<file path="src/design/dmsp_pkg.sv">
// ----------------------------------------------------------------------------
// Drive mixer package
// Register map, mode codes, reset values and the arithmetic helpers shared by
// the drive mixer that turns stick values into servo pulse widths.
// ----------------------------------------------------------------------------
package dmsp_pkg;

    localparam int AXIS_W   = 8;
    localparam int MIX_W    = 10;
    localparam int PULSE_W  = 12;
    localparam int OUT_W    = 13;
    localparam int OFFSET_W = 9;
    localparam int PROD_W   = 20;
    localparam int MOTORS   = 4;

    localparam logic [PULSE_W-1:0] RESET_MIN_PULSE = 12'd1000;
    localparam logic [PULSE_W-1:0] RESET_MAX_PULSE = 12'd2000;

    localparam logic signed [MIX_W-1:0] MOTOR_MIN = -10'sd128;
    localparam logic signed [MIX_W-1:0] MOTOR_MAX = 10'sd127;

    typedef enum logic [1:0] {
        REG_DRIVE_MODE   = 2'd0,
        REG_REVERSE_MASK = 2'd1,
        REG_MIN_PULSE    = 2'd2,
        REG_MAX_PULSE    = 2'd3
    } reg_index_t;

    typedef enum logic [1:0] {
        MODE_TANK      = 2'd0,
        MODE_ARCADE    = 2'd1,
        MODE_HOLONOMIC = 2'd2,
        MODE_SPARE     = 2'd3
    } drive_mode_t;

    typedef struct packed {
        logic [PROD_W-1:0] prod;
        logic              zero;
    } motor_term_t;

    function automatic logic signed [AXIS_W-1:0] saturate(input logic signed [MIX_W-1:0] v);
        logic signed [AXIS_W-1:0] r;
        if (v < MOTOR_MIN)
        begin
            r = -8'sd128;
        end
        else if (v > MOTOR_MAX)
        begin
            r = 8'sd127;
        end
        else
        begin
            r = v[AXIS_W-1:0];
        end
        return r;
    endfunction

    // Exact floor(x / 255) for x below 2^24, as x * ceil(2^32 / 255) >> 32.
    // The constant 0x1010102 is built from four shifted copies of x.
    function automatic logic [OUT_W-1:0] div255(input logic [PROD_W-1:0] x);
        logic [45:0] xw;
        logic [45:0] acc;
        xw  = {26'b0, x};
        acc = (xw << 24) + (xw << 16) + (xw << 8) + (xw << 1);
        return acc[44:32];
    endfunction

endpackage

</file>
<file path="src/design/drive_mixer_to_servo_pulse.sv">
// ----------------------------------------------------------------------------
// Drive mixer to servo pulse
// Mixes three stick values into four motor values (tank, arcade or mecanum),
// saturates, applies per-motor reversal and maps each onto a servo pulse width.
// ----------------------------------------------------------------------------
// Throughput: one item per cycle through an input register, a product register
// and an output register; backpressure stalls only the stages that are full.
// Reset: rst_n clears the stage valid bits and loads the registers with
// tank mode, no reversal and a 1000 to 2000 microsecond pulse range.
module drive_mixer_to_servo_pulse
    import dmsp_pkg::*;
(
    input  logic        clk,
    input  logic        rst_n,

    input  logic        s_axis_tvalid,
    output logic        s_axis_tready,
    // forward_axis [7:0], turn_axis [15:8], strafe_axis [23:16]
    input  logic [23:0] s_axis_tdata,

    output logic        m_axis_tvalid,
    input  logic        m_axis_tready,
    // front_left_pulse [12:0], back_left_pulse [25:13],
    // front_right_pulse [38:26], back_right_pulse [51:39], zeros [55:52]
    output logic [55:0] m_axis_tdata,
    // range_error [0]
    output logic        m_axis_tuser,

    input  logic        psel,
    input  logic        penable,
    input  logic        pwrite,
    input  logic [3:0]  paddr,
    input  logic [31:0] pwdata,
    output logic [31:0] prdata,
    output logic        pready
);

    logic [1:0]         drive_mode_reg;
    logic [MOTORS-1:0]  reverse_mask_reg;
    logic [PULSE_W-1:0] min_pulse_reg;
    logic [PULSE_W-1:0] max_pulse_reg;

    reg_index_t         reg_index;
    logic               cfg_write;

    logic                     v1_reg;
    logic signed [AXIS_W-1:0] forward_reg;
    logic signed [AXIS_W-1:0] turn_reg;
    logic signed [AXIS_W-1:0] strafe_reg;

    logic                     v2_reg;
    motor_term_t              term_reg [MOTORS];
    motor_term_t              term_next [MOTORS];

    logic                     v3_reg;
    logic [OUT_W-1:0]         pulse_reg [MOTORS];
    logic [OUT_W-1:0]         pulse_next [MOTORS];
    logic                     error_reg;
    logic                     error_next;

    logic                     ready2;
    logic                     ready3;

    logic signed [MIX_W-1:0]  f_ext;
    logic signed [MIX_W-1:0]  t_ext;
    logic signed [MIX_W-1:0]  s_ext;
    logic signed [AXIS_W-1:0] mix [MOTORS];
    logic [PULSE_W-1:0]       span;
    logic [OUT_W-1:0]         midpoint;

    // Configuration port.
    assign pready    = 1'b1;
    assign reg_index = reg_index_t'(paddr[3:2]);
    assign cfg_write = psel && penable && pwrite && pready;

    always_ff @(posedge clk or negedge rst_n)
    begin
        if (!rst_n)
        begin
            drive_mode_reg   <= MODE_TANK;
            reverse_mask_reg <= '0;
            min_pulse_reg    <= RESET_MIN_PULSE;
            max_pulse_reg    <= RESET_MAX_PULSE;
        end
        else if (cfg_write)
        begin
            case (reg_index)
                REG_DRIVE_MODE:   drive_mode_reg   <= pwdata[1:0];
                REG_REVERSE_MASK: reverse_mask_reg <= pwdata[MOTORS-1:0];
                REG_MIN_PULSE:    min_pulse_reg    <= pwdata[PULSE_W-1:0];
                REG_MAX_PULSE:    max_pulse_reg    <= pwdata[PULSE_W-1:0];
                default:          ;
            endcase
        end
    end

    always_comb
    begin
        case (reg_index)
            REG_DRIVE_MODE:   prdata = {30'b0, drive_mode_reg};
            REG_REVERSE_MASK: prdata = {28'b0, reverse_mask_reg};
            REG_MIN_PULSE:    prdata = {20'b0, min_pulse_reg};
            REG_MAX_PULSE:    prdata = {20'b0, max_pulse_reg};
            default:          prdata = '0;
        endcase
    end

    // Pipeline handshake.
    assign ready3        = !v3_reg || m_axis_tready;
    assign ready2        = !v2_reg || ready3;
    assign s_axis_tready = !v1_reg || ready2;

    // Stage 2: mix, saturate, reverse and multiply by the pulse span.
    assign f_ext = MIX_W'(forward_reg);
    assign t_ext = MIX_W'(turn_reg);
    assign s_ext = MIX_W'(strafe_reg);
    assign span  = max_pulse_reg - min_pulse_reg;

    always_comb
    begin
        logic signed [OFFSET_W-1:0] v9;
        logic [OFFSET_W-1:0]        offset;
        case (drive_mode_t'(drive_mode_reg))
            MODE_TANK:
            begin
                mix[0] = forward_reg;
                mix[1] = forward_reg;
                mix[2] = turn_reg;
                mix[3] = turn_reg;
            end
            MODE_ARCADE:
            begin
                mix[0] = saturate(f_ext - t_ext);
                mix[1] = saturate(f_ext - t_ext);
                mix[2] = saturate(f_ext + t_ext);
                mix[3] = saturate(f_ext + t_ext);
            end
            default:
            begin
                mix[0] = saturate(f_ext - t_ext - s_ext);
                mix[1] = saturate(f_ext - t_ext + s_ext);
                mix[2] = saturate(f_ext + t_ext + s_ext);
                mix[3] = saturate(f_ext + t_ext - s_ext);
            end
        endcase
        for (int k = 0; k < MOTORS; k++)
        begin
            v9 = OFFSET_W'(mix[k]);
            if (reverse_mask_reg[k])
            begin
                v9 = -v9;
            end
            offset            = v9 + 9'd128;
            term_next[k].zero = (mix[k] == '0);
            term_next[k].prod = {11'b0, offset} * {8'b0, span};
        end
    end

    // Stage 3: divide by 255, add the minimum or take the midpoint; zero on error.
    assign midpoint   = OUT_W'(({1'b0, min_pulse_reg} + {1'b0, max_pulse_reg}) >> 1);
    assign error_next = (min_pulse_reg == '0) || (min_pulse_reg >= max_pulse_reg);

    always_comb
    begin
        for (int k = 0; k < MOTORS; k++)
        begin
            if (error_next)
            begin
                pulse_next[k] = '0;
            end
            else if (term_reg[k].zero)
            begin
                pulse_next[k] = midpoint;
            end
            else
            begin
                pulse_next[k] = div255(term_reg[k].prod) + {1'b0, min_pulse_reg};
            end
        end
    end

    always_ff @(posedge clk or negedge rst_n)
    begin
        if (!rst_n)
        begin
            v1_reg <= 1'b0;
            v2_reg <= 1'b0;
            v3_reg <= 1'b0;
        end
        else
        begin
            if (s_axis_tready)
            begin
                v1_reg <= s_axis_tvalid;
            end
            if (ready2)
            begin
                v2_reg <= v1_reg;
            end
            if (ready3)
            begin
                v3_reg <= v2_reg;
            end
        end
    end

    always_ff @(posedge clk)
    begin
        if (s_axis_tvalid && s_axis_tready)
        begin
            forward_reg <= s_axis_tdata[7:0];
            turn_reg    <= s_axis_tdata[15:8];
            strafe_reg  <= s_axis_tdata[23:16];
        end
        if (v1_reg && ready2)
        begin
            term_reg <= term_next;
        end
        if (v2_reg && ready3)
        begin
            pulse_reg <= pulse_next;
            error_reg <= error_next;
        end
    end

    assign m_axis_tvalid = v3_reg;
    assign m_axis_tdata  = {4'b0, pulse_reg[3], pulse_reg[2], pulse_reg[1], pulse_reg[0]};
    assign m_axis_tuser  = error_reg;

`ifndef SYNTH
    a_error_zero: assert property (@(posedge clk) disable iff (!rst_n)
        (m_axis_tvalid && m_axis_tuser) |-> (m_axis_tdata[51:0] == '0))
        else $error("range error item carries nonzero pulses");

    a_stage1_hold: assert property (@(posedge clk) disable iff (!rst_n)
        (v1_reg && !ready2) |-> !s_axis_tready)
        else $error("input taken while the first stage is blocked");

    a_stage2_move: assert property (@(posedge clk) disable iff (!rst_n)
        (v2_reg && ready3) |=> v3_reg)
        else $error("item lost between product and output stage");

    a_input_load: assert property (@(posedge clk) disable iff (!rst_n)
        (s_axis_tvalid && s_axis_tready) |=> v1_reg)
        else $error("accepted item did not enter the first stage");
`endif

endmodule

</file>
<file path="config.mk">
export PLATFORM = sky130hd
export DESIGN_NAME = drive_mixer_to_servo_pulse
export DESIGN_NICKNAME = d
export VERILOG_FILES = /design/src/design/dmsp_pkg.sv /design/src/design/drive_mixer_to_servo_pulse.sv
export SDC_FILE = /design/constraint.sdc
export NUM_CORES = 2
export LEC_CHECK = 0
export ABC_CLOCK_PERIOD_IN_PS = 19750
export BUFFER_PORTS_ARGS = -buffer_cell sky130_fd_sc_hd__buf_2
export CAP_MARGIN = 10
export CORE_MARGIN = 1
export CORE_UTILIZATION = 50
export CTS_BUF_LIST = sky130_fd_sc_hd__clkbuf_8
export CTS_CLUSTER_DIAMETER = 200
export DETAILED_ROUTE_END_ITERATION = 16
export PLACE_DENSITY = 0.64
export REMOVE_ABC_BUFFERS = 1
export SLEW_MARGIN = 20
export SYNTH_ARGS = -nofsm -noshare
export SYNTH_HDL_FRONTEND = slang
export SYNTH_SLANG_ARGS = --single-unit
</file>
<file path="constraint.sdc">
create_clock -name clk -period 19.75 [get_ports clk]
set_clock_uncertainty 0.05 [all_clocks]
set_input_delay 0.9875 -clock clk [delete_from_list [all_inputs] [get_ports clk]]
set_output_delay 0.9875 -clock clk [all_outputs]
set_load 0.1 [all_outputs]
</file>
Word-level counts from Yosys, hierarchy flattened
Index checks and enable logic that the tools add are counted.
{"block": "totals", "regBits": 194, "latchBits": 0, "ramBits": 0, "inputBits": 67, "mem_count": 0, "output_inout_bits": 92, "romBits": 0}
{"block": "classes", "multipliers": 4, "bitwise_logic": 0, "reduce_logical": 27, "n_eq_ne": 4, "mux": 22, "order_cmp": 13, "div": 0, "addsub": 32, "shifts": 0}
{"op": "$add A44 B36 Y45", "count": 4}
{"op": "$add A45 B21 Y45", "count": 4}
{"op": "$add A45 B28 Y45", "count": 4}
{"op": "$pmux W32 S4", "count": 1}
{"op": "$mux W8", "count": 12}
{"op": "$mul A9 B12 Y20", "count": 4}
{"op": "$pmux W32 S2", "count": 1}
{"op": "$add A13 B12 Y13", "count": 4}
{"op": "$mux W12", "count": 4}
{"op": "$gt A10 B8 Y1 const B", "count": 4}
{"op": "$lt A10 B8 Y1 const B", "count": 4}
{"op": "$add A9 B8 Y9 const B", "count": 4}
{"op": "$mux W9", "count": 4}
{"op": "$neg A8 Y9", "count": 4}
{"op": "$logic_not A8 Y1", "count": 4}
{"op": "$add A9 B8 Y10", "count": 2}
{"op": "$sub A9 B8 Y10", "count": 2}
{"op": "$gt A9 B8 Y1 const B", "count": 2}
{"op": "$lt A9 B8 Y1 const B", "count": 2}
{"op": "$add A12 B12 Y13", "count": 1}
{"op": "$ge A12 B12 Y1", "count": 1}
{"op": "$logic_not A12 Y1", "count": 1}
{"op": "$sub A12 B12 Y12", "count": 1}
{"op": "$add A8 B8 Y9", "count": 1}
{"op": "other kinds (9)", "count": 27}

Longest topological paths before layout
{"block": "depth", "ltp_word": 10, "mapped_depth": 44, "depth_no_buf": 41}

Least setup slack after synthesis
Ideal clock, no wire load.
{"block": "synth_timing", "kind": "register to register", "start": "reg forward_reg[2]", "end": "reg term_reg[41] (netlist bit) (data pin)", "setup_ns": 0.268, "path_stages_with_launch": 39, "required_ns": 19.432, "arrival_time_ns": 8.718, "period_less_slack_ns": 9.036, "slack_ns": 10.714, "cell_sequence": "edfxtp_1 > ha_1 > buf_2 > nand2b_1 > a211o_1 > a211oi_1 > ha_1 > clkbuf_1 > o21bai_1 > o2111ai_1 > a22o_1 > a21oi_1 > a21o_1 > a21o_1 > clkbuf_1 > inv_1 > ha_1 > nor2_1 > [... 3 more ...] > fa_1 > fa_1 > inv_1 > ha_1 > inv_1 > fa_1 > inv_1 > ha_1 > a21o_1 > a21o_1 > a211oi_1 > o31ai_1 > o41ai_1 > o21ai_0 > o21a_1 > o21ai_0 > nand2b_1 > xnor3_1"}
{"element": "start, declared", "line_no": "drive_mixer_to_servo_pulse.sv:47", "source": "logic signed [AXIS_W-1:0] forward_reg;"}
{"element": "start signal, assigned", "line_no": "drive_mixer_to_servo_pulse.sv:211", "source": "forward_reg <= s_axis_tdata[7:0];"}
{"element": "end signal, assigned", "line_no": "drive_mixer_to_servo_pulse.sv:217", "source": "term_reg <= term_next;"}
{"element": "end, declared", "line_no": "drive_mixer_to_servo_pulse.sv:52", "source": "motor_term_t term_reg [MOTORS];"}

==> impl_metrics.env <==
export IMPL_synth_top_family_by_area="adder cells"
export IMPL_startpoint_type="flop"
export IMPL_drive_gt1_frac=0.0848
export IMPL_cts_hold_buf=0
export IMPL_synth_warning_count=0
export IMPL_first_iter_violations=1624
export IMPL_ctsResizeCount=0
export IMPL_final_core_util=0.539
export IMPL_dr_pass1_iters=6
export IMPL_htreeDepth=4
export IMPL_crit_type="reg2reg"
export IMPL_dieArea_sq_mm=0.0658
export IMPL_io_pins=159
export IMPL_area_growth_pct=5.77
export IMPL_cpPeakStageDelay_ns=0.83
export IMPL_synth_async_reset_ratio=0.170
export IMPL_largest_register_ffs=84
export IMPL_synth_seq_area_share=0.175
export IMPL_yosys_cell_types_count=96
export IMPL_synth_area_per_cell_sq_um=8.92
export IMPL_status="completed"
export IMPL_period_share=0.546
export IMPL_grt_pass1_wl_um=135000
export IMPL_vias=25607
export IMPL_ff2ff_setup_slack_ns=8.96
export IMPL_yosys_area_top_type="fa_1"
export IMPL_drv_cap=0
export IMPL_hold_violations=0
export IMPL_cp_slowest_cell="xor2_1"
export IMPL_setup_ws_ns=8.96
export IMPL_gp_congestion=0.918
export IMPL_antenna_found_initial=2
export IMPL_synth_edff_count=161
export IMPL_dp_slack_ns=9.16
export IMPL_tightest_slew_ns=1.13
export IMPL_r2r_cells=35
export IMPL_r2r_start="forward_reg[4]"
export IMPL_most_common_layout_cells="inv_1, ha_1, nor2_1"
export IMPL_worstPathRequired_ns=20.00
export IMPL_rows=92
export IMPL_grt_setup_unrepaired="no"
export IMPL_grt_pass1_vias=24708
export IMPL_die_w_um=257
export IMPL_clock_path_buffers=2
export IMPL_critPathMaxFanout=12
export IMPL_cp_arrival_ns=11.04
export IMPL_clock_tree_root_cell="clkbuf_8"
export IMPL_placement_io_buffers=111
export IMPL_n_fill_cell=5982
export IMPL_crit_family="adder cells"
export IMPL_grt_total_usage=0.263
export IMPL_synth_xor_xnor_area_share=0.0613
export IMPL_reg2reg_to="term_reg[19]"
export IMPL_fin_tns_setup_ns=0
export IMPL_final_common_cell="inv_1"
export IMPL_die_h_um=257
export IMPL_fmax_mhz=92.7
export IMPL_grt_max_degree=64
export IMPL_synthesis_area_sq_mm=0.0324
export IMPL_cts_sinks=194
export IMPL_synthAdderAreaFrac=0.375
export IMPL_wirelength_um=84700
export IMPL_nets=4531
export IMPL_grt_remaining_overflow=0
export IMPL_route_detailed_wl_per_inst_um=18.6
export IMPL_min_path_type="in2async"
export IMPL_netlist_instances=3633
export IMPL_setup_violations_final=0
export IMPL_ys_ff_latch=194
export IMPL_dp_hpwl_um=67200
export IMPL_drc_errors=0
export IMPL_timing_critical_path_buf_inv=5
export IMPL_synth_top_area_frac=0.203
export IMPL_synth_compound_area_frac=0.134
export IMPL_tritoncts="done"
export IMPL_clkSlewWorstSetupHoldPaths_ns=0.13
export IMPL_maxSlewViolCount=0
export IMPL_maxSlewHeadroom=0.242
export IMPL_cp_end_kind="flop"
export IMPL_initial_utilization=0.510
export IMPL_synth_area_leaders="fa_1, ha_1, edfxtp_1"
export IMPL_drt_vias_per_instance=5.63
export IMPL_cts_setup_buffers=0
export IMPL_cts_buffers=17
export IMPL_synthMuxAreaShare=0.0154
export IMPL_ant_nets=0
export IMPL_period_minus_slack_ns=10.79
export IMPL_cp_common_cell="inv_1"
export IMPL_yosys_area_share_simple=0.156
export IMPL_coreArea_sq_mm=0.0635
export IMPL_synth_flop_cell="edfxtp_1"
export IMPL_clk_latency_ns=0.60
==> logic make-up (layout without fill, tap and decap cells) <==
logic type,count (synthesis),in the layout
and+or+nand+nor,1084,1084
adders and majority gates,773,773
buffers and inverters,690,739
AOI/OAI and AO/OA,628,628
xor gates and xnor gates,218,218
DFF,194,194
muxes,44,44
other,2,26
==> layer usage <==
metal / routed length [um] / vias to the layer above / share of wire / global-route usage
met5: 0 / - / 0 / 0
met4: 2610 / 0 / 0.031 / 0.0885
met3: 5330 / 126 / 0.063 / 0.0388
met2: 38800 / 745 / 0.46 / 0.424
met1: 37900 / 12478 / 0.45 / 0.361
li1: - / 12258 / - / -
==> worst max-delay path by stage <==
stage / from / end / cells after the start
after floorplan: turn_reg[0] / term_reg[62] / 38
after global placement: forward_reg[0] / term_reg[41] / 35
after detailed placement: forward_reg[0] / term_reg[19] / 36
after CTS: forward_reg[4] / term_reg[41] / 34
after global routing: forward_reg[4] / term_reg[41] / 35
final: forward_reg[4] / term_reg[19] / 35
==> stage by stage <==
stage               area (sq um)  std cells  hold slack (ns)
detailed placement         33900       4519            0.460
global placement           33900       4519            0.415
finish                     34300       4552            0.429
global route               34300       4552            0.480
CTS                        34300       4551            0.416
floorplan                  31800       3517            0.399
==> synth_stat cells (19+ instances only) <==
master,n
a21oi_1,159
xor2_1,58
edfxtp_1,161
a211oi_1,25
a21o_1,63
o21a_1,32
nand2b_1,62
nand4_1,26
fa_1,328
nand3_1,53
buf_4,27
o21bai_1,34
o211ai_1,19
clkbuf_1,93
mux2_2,26
nor3_1,73
nor2_1,399
a31oi_1,21
ha_1,444
o21ai_0,93
nand2_1,258
or2_2,37
xnor2_1,153
or2_1,26
nor2b_1,46
inv_1,544
and2_1,38
dfrtp_1,21
==> worst reg2reg max path, delay by kind of cell (launching register included) <==
family	cells	cell delay [ns]
XOR/XNOR	2	1.04
AO/OA/AOI/OAI	12	3.04
adder cells (fa/ha/maj)	8	3.19
flip-flops	1	0.48
buffers and inverters	5	0.45
AND/OR/NAND/NOR	8	2.26
==> area by class of cell <==
type | count | area [sq um] | area share
multi-input combinational | 2772 | 24200 | 0.706
clock inverter | 15 | 148 | 0.00431
inverter | 551 | 2070 | 0.0604
antenna | 1 | 2.50 | 0.0000730
sequential | 194 | 5680 | 0.166
timing repair buffer | 156 | 893 | 0.0261
tap | 846 | 1060 | 0.0309
clock buffer | 17 | 234 | 0.00683
Power is not shown: default switching activity piles up to over one toggle a cycle in this logic, so the estimate is an artifact.
